[config.mk]
export PLATFORM = sky130hd
export DESIGN_NAME = delimited_frame_checksum_parser_core
export DESIGN_NICKNAME = d
export VERILOG_FILES = /design/src/hdl/dfcp_pkg.sv /design/src/hdl/dfcp_front.sv /design/src/hdl/dfcp_queue.sv /design/src/hdl/dfcp_back.sv /design/src/hdl/delimited_frame_checksum_parser_core.sv
export VERILOG_INCLUDE_DIRS = /design/src /design/src/hdl
export SDC_FILE = /design/constraint.sdc
export NUM_CORES = 1
export LEC_CHECK = 0
export ABC_AREA = 1
export BUFFER_PORTS_ARGS = -buffer_cell sky130_fd_sc_hd__buf_2
export CAP_MARGIN = 20
export CORE_MARGIN = 2
export CORE_UTILIZATION = 60
export DETAILED_ROUTE_END_ITERATION = 12
export PLACE_DENSITY = 0.78
export SYNTH_ARGS = -nofsm -noshare
export SYNTH_HDL_FRONTEND = slang
export SYNTH_SLANG_ARGS = --single-unit
[constraint.sdc]
create_clock -name clk -period 4.5 [get_ports clk]
set_input_delay 1.35 -clock clk [delete_from_list [all_inputs] [get_ports clk]]
set_output_delay 1.35 -clock clk [all_outputs]
set_load 0.1 [all_outputs]
[src/hdl/delimited_frame_checksum_parser_core_assert.svh]
// assertion macros for the frame parser modules
// expects signals clk and rst_n in the including module
`ifndef DELIMITED_FRAME_CHECKSUM_PARSER_CORE_ASSERT_SVH
`define DELIMITED_FRAME_CHECKSUM_PARSER_CORE_ASSERT_SVH
`ifndef SYNTHESIS
`define DFCP_ASSERT_IMP(lbl, a, c) \
  lbl: assert property (@(posedge clk) disable iff (!rst_n) (a) |-> (c)) \
    else $error("frame parser assertion failed");
`define DFCP_ASSERT_NXT(lbl, a, c) \
  lbl: assert property (@(posedge clk) disable iff (!rst_n) (a) |=> (c)) \
    else $error("frame parser assertion failed");
`else
`define DFCP_ASSERT_IMP(lbl, a, c)
`define DFCP_ASSERT_NXT(lbl, a, c)
`endif
`endif

[src/hdl/dfcp_pkg.sv]
// shared types and constants of the delimited frame checksum parser
// no dependencies
`timescale 1ns / 1ps
package dfcp_pkg;
  localparam int MAX_DATA_BYTES = 12;
  localparam int DATA_IDX_W     = $clog2(MAX_DATA_BYTES);
  localparam int COUNT_W        = 4;
  localparam int BC_W           = $clog2(MAX_DATA_BYTES + 5);
  localparam int CFG_IDX_W      = 1;
  localparam int Q_DEPTH        = 2;
  localparam int Q_PTR_W        = $clog2(Q_DEPTH);
  localparam int Q_CNT_W        = $clog2(Q_DEPTH + 1);
  localparam logic [7:0] START_RESET = 8'd42;
  localparam logic [7:0] END_RESET   = 8'd35;

  typedef enum logic [CFG_IDX_W-1:0] {
    REG_START_BYTE = 1'b0,
    REG_END_BYTE   = 1'b1
  } cfg_reg_t;

  typedef enum logic [1:0] {
    ST_OK      = 2'd0,
    ST_BAD_SUM = 2'd1,
    ST_SHORT   = 2'd2,
    ST_LONG    = 2'd3
  } status_t;

  typedef struct packed {
    logic [7:0]         addr;
    logic [7:0]         cmd;
    logic [COUNT_W-1:0] cnt;
    status_t            status;
  } desc_t;

  typedef struct packed {
    logic                  done;
    logic [DATA_IDX_W-1:0] rd_addr;
  } store_req_t;
endpackage

[src/hdl/dfcp_front.sv]
// front end: config registers, frame hunt and collect, checksum, data store
// depends on dfcp_pkg
`timescale 1ns / 1ps
module dfcp_front import dfcp_pkg::*; (
  input  logic                 clk,
  input  logic                 rst_n,
  input  logic                 cfg_we,
  input  logic [CFG_IDX_W-1:0] cfg_index,
  input  logic [7:0]           cfg_wdata,
  input  logic                 in_valid,
  output logic                 in_stall,
  input  logic [7:0]           in_rx_byte,
  output logic                 q_push,
  output desc_t                q_desc,
  input  logic                 q_full,
  input  store_req_t           req,
  output logic [7:0]           rd_data
);
  logic [7:0]      start_r, end_r;
  logic            in_frame_r, in_frame_nxt;
  logic [BC_W-1:0] byte_count_r, byte_count_nxt;
  logic [6:0]      sum_r, sum_nxt;
  logic [7:0]      pending_r, pending_nxt;
  logic [7:0]      addr_r, cmd_r;
  logic            busy_r, busy_nxt;
  logic [7:0]      mem [MAX_DATA_BYTES];
  logic [7:0]      rd_data_r;

  logic            accept, is_end, collect, mem_we;
  logic [BC_W-1:0] n_minus3, wr_off;
  logic            too_long, too_short, bad_sum;

  assign in_stall = in_frame_r && (busy_r || q_full);
  assign accept   = in_valid && !in_stall;
  assign is_end   = in_frame_r && (in_rx_byte == end_r);
  assign collect  = accept && in_frame_r && !is_end;
  assign q_push   = accept && is_end;
  assign mem_we   = collect && (byte_count_r >= BC_W'(2))
                    && (byte_count_r <= BC_W'(MAX_DATA_BYTES + 1));
  assign wr_off   = byte_count_r - BC_W'(2);
  assign n_minus3 = byte_count_r - BC_W'(3);
  assign too_long  = byte_count_r > BC_W'(MAX_DATA_BYTES + 3);
  assign too_short = byte_count_r < BC_W'(3);
  assign bad_sum   = pending_r[7] || (sum_r != pending_r[6:0]);
  assign rd_data   = rd_data_r;

  always_comb begin
    q_desc.addr = (byte_count_r >= BC_W'(1)) ? addr_r : 8'd0;
    q_desc.cmd  = (byte_count_r >= BC_W'(2)) ? cmd_r : 8'd0;
    priority if (too_long) begin
      q_desc.status = ST_LONG;
      q_desc.cnt    = '0;
    end else if (too_short) begin
      q_desc.status = ST_SHORT;
      q_desc.cnt    = '0;
    end else if (bad_sum) begin
      q_desc.status = ST_BAD_SUM;
      q_desc.cnt    = n_minus3[COUNT_W-1:0];
    end else begin
      q_desc.status = ST_OK;
      q_desc.cnt    = n_minus3[COUNT_W-1:0];
    end
  end

  always_comb begin
    in_frame_nxt   = in_frame_r;
    byte_count_nxt = byte_count_r;
    sum_nxt        = sum_r;
    pending_nxt    = pending_r;
    busy_nxt       = busy_r;
    if (req.done) begin
      busy_nxt = 1'b0;
    end
    if (accept) begin
      if (!in_frame_r) begin
        if (in_rx_byte == start_r) begin
          in_frame_nxt   = 1'b1;
          byte_count_nxt = '0;
          sum_nxt        = '0;
          pending_nxt    = '0;
        end
      end else if (!is_end) begin
        if (byte_count_r != '0) begin
          sum_nxt = sum_r + pending_r[6:0];
        end
        pending_nxt = in_rx_byte;
        if (byte_count_r < BC_W'(MAX_DATA_BYTES + 4)) begin
          byte_count_nxt = byte_count_r + BC_W'(1);
        end
      end else begin
        in_frame_nxt   = 1'b0;
        byte_count_nxt = '0;
        sum_nxt        = '0;
        pending_nxt    = '0;
        if (q_desc.status == ST_OK && q_desc.cnt != '0) begin
          busy_nxt = 1'b1;
        end
      end
    end
  end

  always_ff @(posedge clk) begin
    if (!rst_n) begin
      start_r      <= START_RESET;
      end_r        <= END_RESET;
      in_frame_r   <= 1'b0;
      byte_count_r <= '0;
      sum_r        <= '0;
      pending_r    <= '0;
      busy_r       <= 1'b0;
    end else begin
      if (cfg_we) begin
        unique case (cfg_reg_t'(cfg_index))
          REG_START_BYTE: start_r <= cfg_wdata;
          REG_END_BYTE:   end_r   <= cfg_wdata;
          default: ;
        endcase
      end
      in_frame_r   <= in_frame_nxt;
      byte_count_r <= byte_count_nxt;
      sum_r        <= sum_nxt;
      pending_r    <= pending_nxt;
      busy_r       <= busy_nxt;
    end
  end

  always_ff @(posedge clk) begin
    if (collect && byte_count_r == BC_W'(0)) begin
      addr_r <= in_rx_byte;
    end
    if (collect && byte_count_r == BC_W'(1)) begin
      cmd_r <= in_rx_byte;
    end
  end

  // data store, one write and one registered read port
  always_ff @(posedge clk) begin
    if (mem_we) begin
      mem[wr_off[DATA_IDX_W-1:0]] <= in_rx_byte;
    end
    rd_data_r <= mem[req.rd_addr];
  end
endmodule

[src/hdl/dfcp_queue.sv]
// short descriptor queue between front end and result sequencer
// depends on dfcp_pkg
`timescale 1ns / 1ps
module dfcp_queue import dfcp_pkg::*; (
  input  logic  clk,
  input  logic  rst_n,
  input  logic  push,
  input  desc_t push_desc,
  output logic  full,
  input  logic  pop,
  output desc_t head,
  output logic  empty
);
  desc_t              slot_r [Q_DEPTH];
  logic [Q_PTR_W-1:0] wr_ptr_r, rd_ptr_r;
  logic [Q_CNT_W-1:0] count_r, count_nxt;
  logic               do_push, do_pop;

  assign full    = count_r == Q_CNT_W'(Q_DEPTH);
  assign empty   = count_r == '0;
  assign do_push = push && !full;
  assign do_pop  = pop && !empty;
  assign head    = slot_r[rd_ptr_r];

  always_comb begin
    count_nxt = count_r;
    if (do_push && !do_pop) begin
      count_nxt = count_r + Q_CNT_W'(1);
    end else if (do_pop && !do_push) begin
      count_nxt = count_r - Q_CNT_W'(1);
    end
  end

  always_ff @(posedge clk) begin
    if (!rst_n) begin
      wr_ptr_r <= '0;
      rd_ptr_r <= '0;
      count_r  <= '0;
    end else begin
      count_r <= count_nxt;
      if (do_push) begin
        wr_ptr_r <= (wr_ptr_r == Q_PTR_W'(Q_DEPTH - 1)) ? '0 : wr_ptr_r + Q_PTR_W'(1);
      end
      if (do_pop) begin
        rd_ptr_r <= (rd_ptr_r == Q_PTR_W'(Q_DEPTH - 1)) ? '0 : rd_ptr_r + Q_PTR_W'(1);
      end
    end
  end

  always_ff @(posedge clk) begin
    if (do_push) begin
      slot_r[wr_ptr_r] <= push_desc;
    end
  end
endmodule

[src/hdl/dfcp_back.sv]
// result sequencer: walks a frame descriptor and drives the output register
// depends on dfcp_pkg and the assertion macro header
`timescale 1ns / 1ps
`include "delimited_frame_checksum_parser_core_assert.svh"
module dfcp_back import dfcp_pkg::*; (
  input  logic               clk,
  input  logic               rst_n,
  input  logic               q_empty,
  input  desc_t              q_head,
  output logic               q_pop,
  output store_req_t         req,
  input  logic [7:0]         rd_data,
  output logic               out_valid,
  input  logic               out_stall,
  output logic [7:0]         out_frame_address,
  output logic [7:0]         out_frame_command,
  output logic [3:0]         out_data_index,
  output logic [7:0]         out_data_byte,
  output logic               out_data_valid,
  output logic [3:0]         out_data_count,
  output logic [1:0]         out_frame_status,
  output logic               out_last
);
  typedef enum logic [3:0] {
    S_IDLE   = 4'b0001,
    S_FETCH  = 4'b0010,
    S_LOAD   = 4'b0100,
    S_SINGLE = 4'b1000
  } state_t;

  state_t             state_r, state_nxt;
  desc_t              desc_r;
  logic [COUNT_W-1:0] k_r, k_nxt;
  logic               out_valid_r, out_valid_nxt;
  logic [7:0]         addr_r, cmd_r, byte_r;
  logic [3:0]         index_r, count_r;
  logic               dvalid_r, last_r;
  status_t            status_r;
  logic               out_free, load_data, load_single, is_last;

  assign out_free = !out_valid_r || !out_stall;
  assign is_last  = (k_r + COUNT_W'(1)) == desc_r.cnt;
  assign q_pop    = (state_r == S_IDLE) && !q_empty;
  assign load_data   = (state_r == S_LOAD) && out_free;
  assign load_single = (state_r == S_SINGLE) && out_free;
  assign req.rd_addr = k_r[DATA_IDX_W-1:0];
  assign req.done    = load_data && is_last;

  always_comb begin
    state_nxt = state_r;
    k_nxt     = k_r;
    unique case (state_r)
      S_IDLE: begin
        if (!q_empty) begin
          k_nxt = '0;
          if (q_head.status == ST_OK && q_head.cnt != '0) begin
            state_nxt = S_FETCH;
          end else begin
            state_nxt = S_SINGLE;
          end
        end
      end
      S_FETCH: state_nxt = S_LOAD;
      S_LOAD: begin
        if (out_free) begin
          if (is_last) begin
            state_nxt = S_IDLE;
          end else begin
            k_nxt     = k_r + COUNT_W'(1);
            state_nxt = S_FETCH;
          end
        end
      end
      S_SINGLE: begin
        if (out_free) begin
          state_nxt = S_IDLE;
        end
      end
      default: state_nxt = S_IDLE;
    endcase
  end

  always_comb begin
    out_valid_nxt = out_valid_r;
    if (load_data || load_single) begin
      out_valid_nxt = 1'b1;
    end else if (!out_stall) begin
      out_valid_nxt = 1'b0;
    end
  end

  always_ff @(posedge clk) begin
    if (!rst_n) begin
      state_r     <= S_IDLE;
      k_r         <= '0;
      out_valid_r <= 1'b0;
    end else begin
      state_r     <= state_nxt;
      k_r         <= k_nxt;
      out_valid_r <= out_valid_nxt;
    end
  end

  always_ff @(posedge clk) begin
    if (q_pop) begin
      desc_r <= q_head;
    end
    if (load_data || load_single) begin
      addr_r   <= desc_r.addr;
      cmd_r    <= desc_r.cmd;
      count_r  <= desc_r.cnt;
      status_r <= desc_r.status;
      index_r  <= load_data ? k_r : 4'd0;
      byte_r   <= load_data ? rd_data : 8'd0;
      dvalid_r <= load_data;
      last_r   <= load_single || is_last;
    end
  end

  assign out_valid         = out_valid_r;
  assign out_frame_address = addr_r;
  assign out_frame_command = cmd_r;
  assign out_data_index    = index_r;
  assign out_data_byte     = byte_r;
  assign out_data_valid    = dvalid_r;
  assign out_data_count    = count_r;
  assign out_frame_status  = status_r;
  assign out_last          = last_r;

  `DFCP_ASSERT_IMP(a_data_only_ok, out_valid_r && dvalid_r, status_r == ST_OK)
  `DFCP_ASSERT_IMP(a_nodata_is_last, out_valid_r && !dvalid_r, last_r)
  `DFCP_ASSERT_IMP(a_index_in_count, out_valid_r && dvalid_r, index_r < count_r)
  `DFCP_ASSERT_NXT(a_done_shows_last, req.done, out_valid_r && last_r && dvalid_r)
endmodule

[src/hdl/delimited_frame_checksum_parser_core.sv]
// top level of the delimited frame checksum parser
// depends on dfcp_pkg, dfcp_front, dfcp_queue, dfcp_back
//
//   port group   direction   handshake            payload
//   in_          input       in_valid / in_stall  in_rx_byte
//   out_         output      out_valid/out_stall  address, command, index, byte, flags
//   cfg_         input       cfg_we               cfg_index, cfg_wdata
//
// the front end takes one word per cycle, while collecting only when not stalled
// a frame with data gives its results one by one, each by a store read then a load
// an error or empty frame gives a single result via the queue and the single state
// while a frame's data is being read out, words after the next start word stall
// reset is synchronous; config is applied in the cycle after cfg_we
`timescale 1ns / 1ps
module delimited_frame_checksum_parser_core import dfcp_pkg::*; (
  input  logic                 clk,
  input  logic                 rst_n,
  input  logic                 cfg_we,
  input  logic [CFG_IDX_W-1:0] cfg_index,
  input  logic [7:0]           cfg_wdata,
  input  logic                 in_valid,
  output logic                 in_stall,
  input  logic [7:0]           in_rx_byte,
  output logic                 out_valid,
  input  logic                 out_stall,
  output logic [7:0]           out_frame_address,
  output logic [7:0]           out_frame_command,
  output logic [3:0]           out_data_index,
  output logic [7:0]           out_data_byte,
  output logic                 out_data_valid,
  output logic [3:0]           out_data_count,
  output logic [1:0]           out_frame_status,
  output logic                 out_last
);
  logic       q_push, q_full, q_pop, q_empty;
  desc_t      q_desc, q_head;
  store_req_t req;
  logic [7:0] rd_data;

  dfcp_front u_front (
    .clk        (clk),
    .rst_n      (rst_n),
    .cfg_we     (cfg_we),
    .cfg_index  (cfg_index),
    .cfg_wdata  (cfg_wdata),
    .in_valid   (in_valid),
    .in_stall   (in_stall),
    .in_rx_byte (in_rx_byte),
    .q_push     (q_push),
    .q_desc     (q_desc),
    .q_full     (q_full),
    .req        (req),
    .rd_data    (rd_data)
  );

  dfcp_queue u_queue (
    .clk       (clk),
    .rst_n     (rst_n),
    .push      (q_push),
    .push_desc (q_desc),
    .full      (q_full),
    .pop       (q_pop),
    .head      (q_head),
    .empty     (q_empty)
  );

  dfcp_back u_back (
    .clk               (clk),
    .rst_n             (rst_n),
    .q_empty           (q_empty),
    .q_head            (q_head),
    .q_pop             (q_pop),
    .req               (req),
    .rd_data           (rd_data),
    .out_valid         (out_valid),
    .out_stall         (out_stall),
    .out_frame_address (out_frame_address),
    .out_frame_command (out_frame_command),
    .out_data_index    (out_data_index),
    .out_data_byte     (out_data_byte),
    .out_data_valid    (out_data_valid),
    .out_data_count    (out_data_count),
    .out_frame_status  (out_frame_status),
    .out_last          (out_last)
  );
endmodule

### Word-level counts from Yosys, hierarchy flattened

Memory sizes are Yosys's and may differ from the RTL's. A register that Yosys moved wholly into a read port is not among the register bits.
Cells that the tools add are included.

* bits in registers: 125
* memories kept: 2
* input port bits: 22
* latch bits: 0
* word-level logic and storage cells: 158
* RAM bits: 140
* bits in read-only memories: 0

Memory list
* u_front.mem: depth 12, bits a word 8, rd ports 1, clocked after Yosys merged registers in 1, wr ports 1, RTL line dfcp_front.sv:26 `logic [7:0] mem [MAX_DATA_BYTES];`
* u_queue.slot_r: depth 2, bits a word 22, rd ports 1, clocked after Yosys merged registers in 1, wr ports 1, RTL line dfcp_queue.sv:14 `desc_t slot_r [Q_DEPTH];`

* muxes and demuxes: 46
* divide/modulo/power cells: 0
* equal/unequal tests: 17
* $lt $le $gt $ge: 6
* bitwise logic cells: 1
* shift operators: 0
* $add $sub $neg: 9
* multipliers: 0
* reductions and logical operators: 50

Operator list (number)
* $mux 8: 5
* $mux 4: 7
* $mux 7: 4
* $logic_and 1x1->1: 20
* $mux 5: 4
* $mux 1: 19
* $eq 8x8->1: 2
* $pmux 4 s4: 1
* $mux 6: 2
* $reduce_and 3->1: 3
* $logic_not 1->1: 8
* $pmux 4 s2: 1
* $reduce_bool 4->1: 2
* $sub 4x2->4 const B: 2
* $add 7x7->7: 1
* $ne 7x7->1: 1
* $logic_not 2->1: 3
* $mux 2: 3
* $ne 2x1->1 const B: 3
* $ne 3x3->1 const B: 2
* $reduce_and 2->1: 3
* $reduce_bool 2->1: 3
* $add 5x1->5 const B: 1
* $eq 5x1->1 const B: 1
* 22 further kinds: 28

### Longest topological paths before layout

* depth in word-level cells: 11
* gate-level depth with buffers: 13

### Cells and area by module

From an unflattened synthesis, not the netlist that was laid out.

* cell total of the unflattened synthesis: 987
* area, all modules: 11210.8 um^2

By module, submodules not included
* dfcp_front: sequential area each 4284.1 um^2, cells each 691, area an instance 6877.8 um^2, times used 1
* dfcp_back: sequential area each 1921.8 um^2, cells each 190, area an instance 2493.6 um^2, times used 1
* dfcp_queue: sequential area each 1421.4 um^2, cells each 106, area an instance 1839.3 um^2, times used 1

### Least setup slack after synthesis

OpenSTA, ideal clock, no wires.

* path type: input to register
* from: input in_rx_byte[1]
* to: memory u_queue.slot_r[1][0] in the netlist's numbering (enable)
* arrival time: 2896 ps
* slack: 1202 ps
* library setup time: 402 ps
* cell stages on the path: 7
* path buffers: 0
* cell sequence: inv_1 > nand2_1 > nand2_1 > nand2_1 > nor2_1 > nand4_1 > nor2_1

* cells in the longest elaborated chain, start to end: 6

Ends and longest elaborated chain
* start, declared: RTL line delimited_frame_checksum_parser_core.sv:23 `input logic [7:0] in_rx_byte,`
* $eq 8x8->1: RTL line dfcp_front.sv:35 `assign is_end = in_frame_r && (in_rx_byte == end_r);`
* $logic_and 1x1->1: RTL line dfcp_front.sv:35
* $logic_and 1x1->1: RTL line dfcp_front.sv:37 `assign q_push = accept && is_end;`
* $logic_and 1x1->1: RTL line dfcp_queue.sv:21 `assign do_push = push && !full;`
* $mux 1: RTL line dfcp_queue.sv:51 `if (do_push) begin`
* $mux 1 (implied by the code): RTL line dfcp_queue.sv:52 `slot_r[wr_ptr_r] <= push_desc;`
* end, declared: RTL line dfcp_queue.sv:14

Every way passes these cells.

### Final worst setup path

* from: register u_front.in_frame_r
* to: output in_stall

* cells in the longest elaborated chain, start to end: 1

Ends and longest elaborated chain
* start, declared: RTL line dfcp_front.sv:20 `logic in_frame_r, in_frame_nxt;`
* start signal, assigned: RTL line dfcp_front.sv:119 `in_frame_r <= in_frame_nxt;`
* $logic_and 1x1->1: RTL line dfcp_front.sv:33 `assign in_stall = in_frame_r && (busy_r || q_full);`
* end, declared: RTL line delimited_frame_checksum_parser_core.sv:22 `output logic in_stall,`

Every way passes these cells.

==> impl_summary.txt <==
----------------------------------------------------
[Drt]
  1st-iter DRT viols ... 714
  Post-DR wirelength/cell ... 17.3 µm
  Number of optimization iterations in the first detailed-route pass ... 9
  Average via count per standard cell ... 5.53
  Detailed Route WL ... 22,100 µm
  Overall via count from detail_route ... 7,051
  Antenna Violating Nets Remaining ... 0
  DRC violations left ... 5

[Floorplan]
  Die span in x ... 140 µm
  Die Height ... 140 µm
  Core region area ... 0.0181 mm²
  Die area ... 0.0196 mm²
  Num rows ... 49
  Top-level I/O count ... 60
  Initial core utilization ... 61.5%

[Placement]
  Worst slack, placed ... 0.871 ns
  Cell area reported after detailed placement ... 0.0116 mm²
  Port Buf Inserts ... 59
  Final GP Congestion ... 0.913
  Sum of net half-perimeters after detailed placement ... 14,400 µm

[GRT]
  Most used routing layer ... met2
  Number of global-route vias before repair ... 6,897
  Number of antenna violations at the first check in global routing ... 0
  Combined global-route utilization of all metal layers ... 22.9%
  Met2 GRT Util ... 38.4%
  Global Route met3 Usage ... 5.23%
  Global Route met1 Usage ... 29.6%
  Largest net degree at the start of global routing ... 55
  Wire length of the first global-routing pass ... 35,000 µm
  Overflow left after global routing ... 0

[CTS]
  # Post-CTS Setup Buffers ... 0
  Hold-fix buffers at CTS ... 0
  Clock latency on the worst-skew pair ... 0.53 ns
  Clock tree from TritonCTS ... built
  CTS sink count ... 274
  H-tree levels ... 1
  Cts repair resizes ... 0
  Worst-path clk slew ... 0.06 ns
  Number of buffers created by CTS ... 26
  Root buf cell ... clkbuf_16
  CTS Buffer Depth ... 3

[Yosys]
  Dominant synthesized flop cell ... edfxtp_1
  YS warnings ... 0
  Average cell area after synthesis ... 11.6 µm²
  Seq cells post-synth ... 274
  Post-synth EDFFs ... 214
  Share of synthesized area occupied by flip-flops and latches ... 68.6%
  Post-synth cell types ... 43
  Post-Synthesis Net Count ... 1,003
  Gate count after technology mapping ... 962
  Syn Std Cell Area ... 0.0111 mm²
  Fraction of registers with async set or reset after synthesis ... 0%

[Setup path]
  CP Capture Type ... output pin
  Worst-path fanout max ... 12
  Arrival time of the worst setup path ... 1.79 ns
  RR Endpoint ... u_front.mem[7][6]
  Setup crit start ... u_front.in_frame_r
  Data required time of the critical path ... 3.15 ns
  Reg2Reg Setup Slack ... 1.81 ns
  R2R depth ... 9
  Reg-to-reg critical path startpoint ... u_front.byte_count_r[2]
  Kind of critical path ... flip-flop to output pin
  Critical Path Start Type ... flip-flop

[Finish]
  FILL cells ... 1,240
  Area Growth Syn to Fin ... 12.5%
  Total area of multi-input combinational cells ... 0.00300 mm²
  Share of final-layout standard cells stronger than drive strength 1 ... 15.1%
  Post-route cell area ... 0.0125 mm²
  Number of diodes added for antenna fixing ... 0
  Combined flip-flop and latch cell area ... 0.00763 mm²
  Fin nets ... 1,068

[STA]
  Fin Setup TNS ... 0 ns
  Max Clk Rate ... 0.319 GHz
  Worst Clk Skew ... 0.0196 ns
  Period Utilization, post-route ... 69.8%
  Transition time at the pin with the least slew margin ... 1.03 ns
  Number of setup violations in the final report ... 0
  Setup ws final ... 1.36 ns
  Max Slew Vio Count ... 0
  Worst Hold Margin ... 0.418 ns
  Setup repair after global routing missed its margin ... no
  Relative slew slack ... 31.5%
  Final Hold Violating Endpoints ... 0
  Time the final worst path needs with I/O delays and setup ... 3.14 ns

[Power]
  PD cells ... 489 mW/mm²
  Peak ir drop on the vdd network ... 322 µV
  Leakage power ... 4.87 nW

[Hold path]
  Path category of the worst min-delay check ... flip-flop to flip-flop
  Hold Crit Depth ... 0
  Worst min-delay path endpoint ... u_back.out_frame_command[6]
  Launch point of the worst hold path ... u_back.desc_r[12]

[Run]
  Max-cap violations ... 0

[Run status]
  Failing checks ... design-rule violations
  Outcome ... finished with violations

----------------------------------------------------
==> cells in the mapped netlist (7+ instances only) <==
cell / count / area, µm²
a21oi_1: 38 / 190
buf_2: 10 / 50.1
clkbuf_1: 16 / 60.1
dfxtp_1: 60 / 1200
edfxtp_1: 214 / 6430
ha_1: 18 / 225
inv_1: 85 / 319
inv_2: 9 / 33.8
mux2_2: 16 / 180
nand2_1: 160 / 601
nand2_2: 7 / 43.8
nand3_1: 28 / 140
nand4_1: 12 / 75.1
nor2_1: 124 / 465
o21ai_0: 78 / 390
o22ai_1: 22 / 138
xnor2_1: 13 / 114
==> critical path, stage by stage (launching register included) <==
cell and delay, ns:
dfxtp_1 0.59, nand2_1 0.19, inv_1 0.08, buf_2 0.42
==> worst max-delay path by stage <==
stage	endpoint	slack (ns)	cells after the start
2_1_floorplan	u_queue.slot_r[1][0]	1.20	7
3_3_place_gp	u_front.mem[11][3]	0.91	13
3_5_place_dp	u_front.mem[11][2]	0.87	13
4_1_cts	in_stall	1.36	3
5_1_grt	u_front.mem[1][7]	1.18	13
6_report	in_stall	1.36	3
==> layout by cell type (no fill, tap or decap), types with 2 or more instances in the layout <==
cell and n:
edfxtp_1 214, nand2_1 160, nor2_1 122, inv_1 85, o21ai_0 78, dfxtp_1 60, buf_2 59, a21oi_1 38
nand3_1 28, clkbuf_16 27, o22ai_1 22, ha_1 18, mux2_2 16, xnor2_1 13, nand4_1 12, inv_2 9
buf_4 8, nand2_2 7, clkbuf_1 7, nor2_2 6, o211ai_1 6, mux2i_1 5, xor2_1 5, clkinv_2 5
bufinv_16 4, nand3b_1 3, o21ai_1 2, nand3_2 2, o221ai_1 2, or2_2 2, nand2_4 2, nor2_8 2
a31oi_1 2, clkinv_1 2
==> power by group <==
group | internal [mW] | total (mW) | switching [mW] | leakage (nW)
clock | 1.33 | 2.23 | 0.900 | 0.429
sequential | 3.00 | 3.11 | 0.105 | 2.44
combinational | 0.179 | 0.779 | 0.600 | 2.00
total | 4.51 | 6.12 | 1.61 | 4.87
==> metrics by stage <==
step,utilization [%],instances,total power [mW]
after floorplan,-,962,3.72
after global placement,64.3,1228,3.90
after detailed placement,64.3,1228,3.93
after CTS,69.2,1276,6.15
final,69.2,1276,6.12
after global routing,69.2,1276,6.32
==> state kept, by name (all words and copies together) (netlist names), 4 cells and up, named ones only <==
name,flops
u_back.out_frame_address,8
u_front.end_r,8
u_back.out_data_count,4
u_front.rd_data,8
u_front.pending_r,8
u_back.out_data_index,4
u_back.k_r,4
u_front.sum_r,7
u_back.desc_r,22
u_front.byte_count_r,5
u_front.start_r,8
u_back.out_frame_command,8
u_front.addr_r,8
u_front.mem,96
u_queue.slot_r,44
u_back.state_r,4
u_front.cmd_r,8
u_back.out_data_byte,8
==> logic make-up (layout without fill, tap and decap cells) <==
kind of cell,count (synthesis),count (layout),synth area share [%]
buffers and inverters,125,210,4.46
xor gates and xnor gates,19,19,1.56
adders and majority gates,19,19,2.21
muxes,21,21,2.07
and+or+nand+nor,350,350,13.5
AOI/OAI and AO/OA,154,154,7.61
DFF,274,274,68.6
==> area by class of cell <==
class | count | area share [%]
flip-flops and latches | 274 | 61.0
multi-input cells | 563 | 24.0
clock buffers | 34 | 5.61
inverters | 95 | 2.87
repair buffers | 67 | 2.84
well taps | 229 | 2.29
clock inverters | 14 | 1.42
==> routing by layer <==
layer	part of all wire (%)	wire, µm	up-vias
met5	0	0	-
met4	2.3	515	0
met3	9.6	2130	45
met2	48	10700	322
met1	40	8740	3251
li1	-	-	3433
No activity file was read; power rests on OpenSTA's default activity.
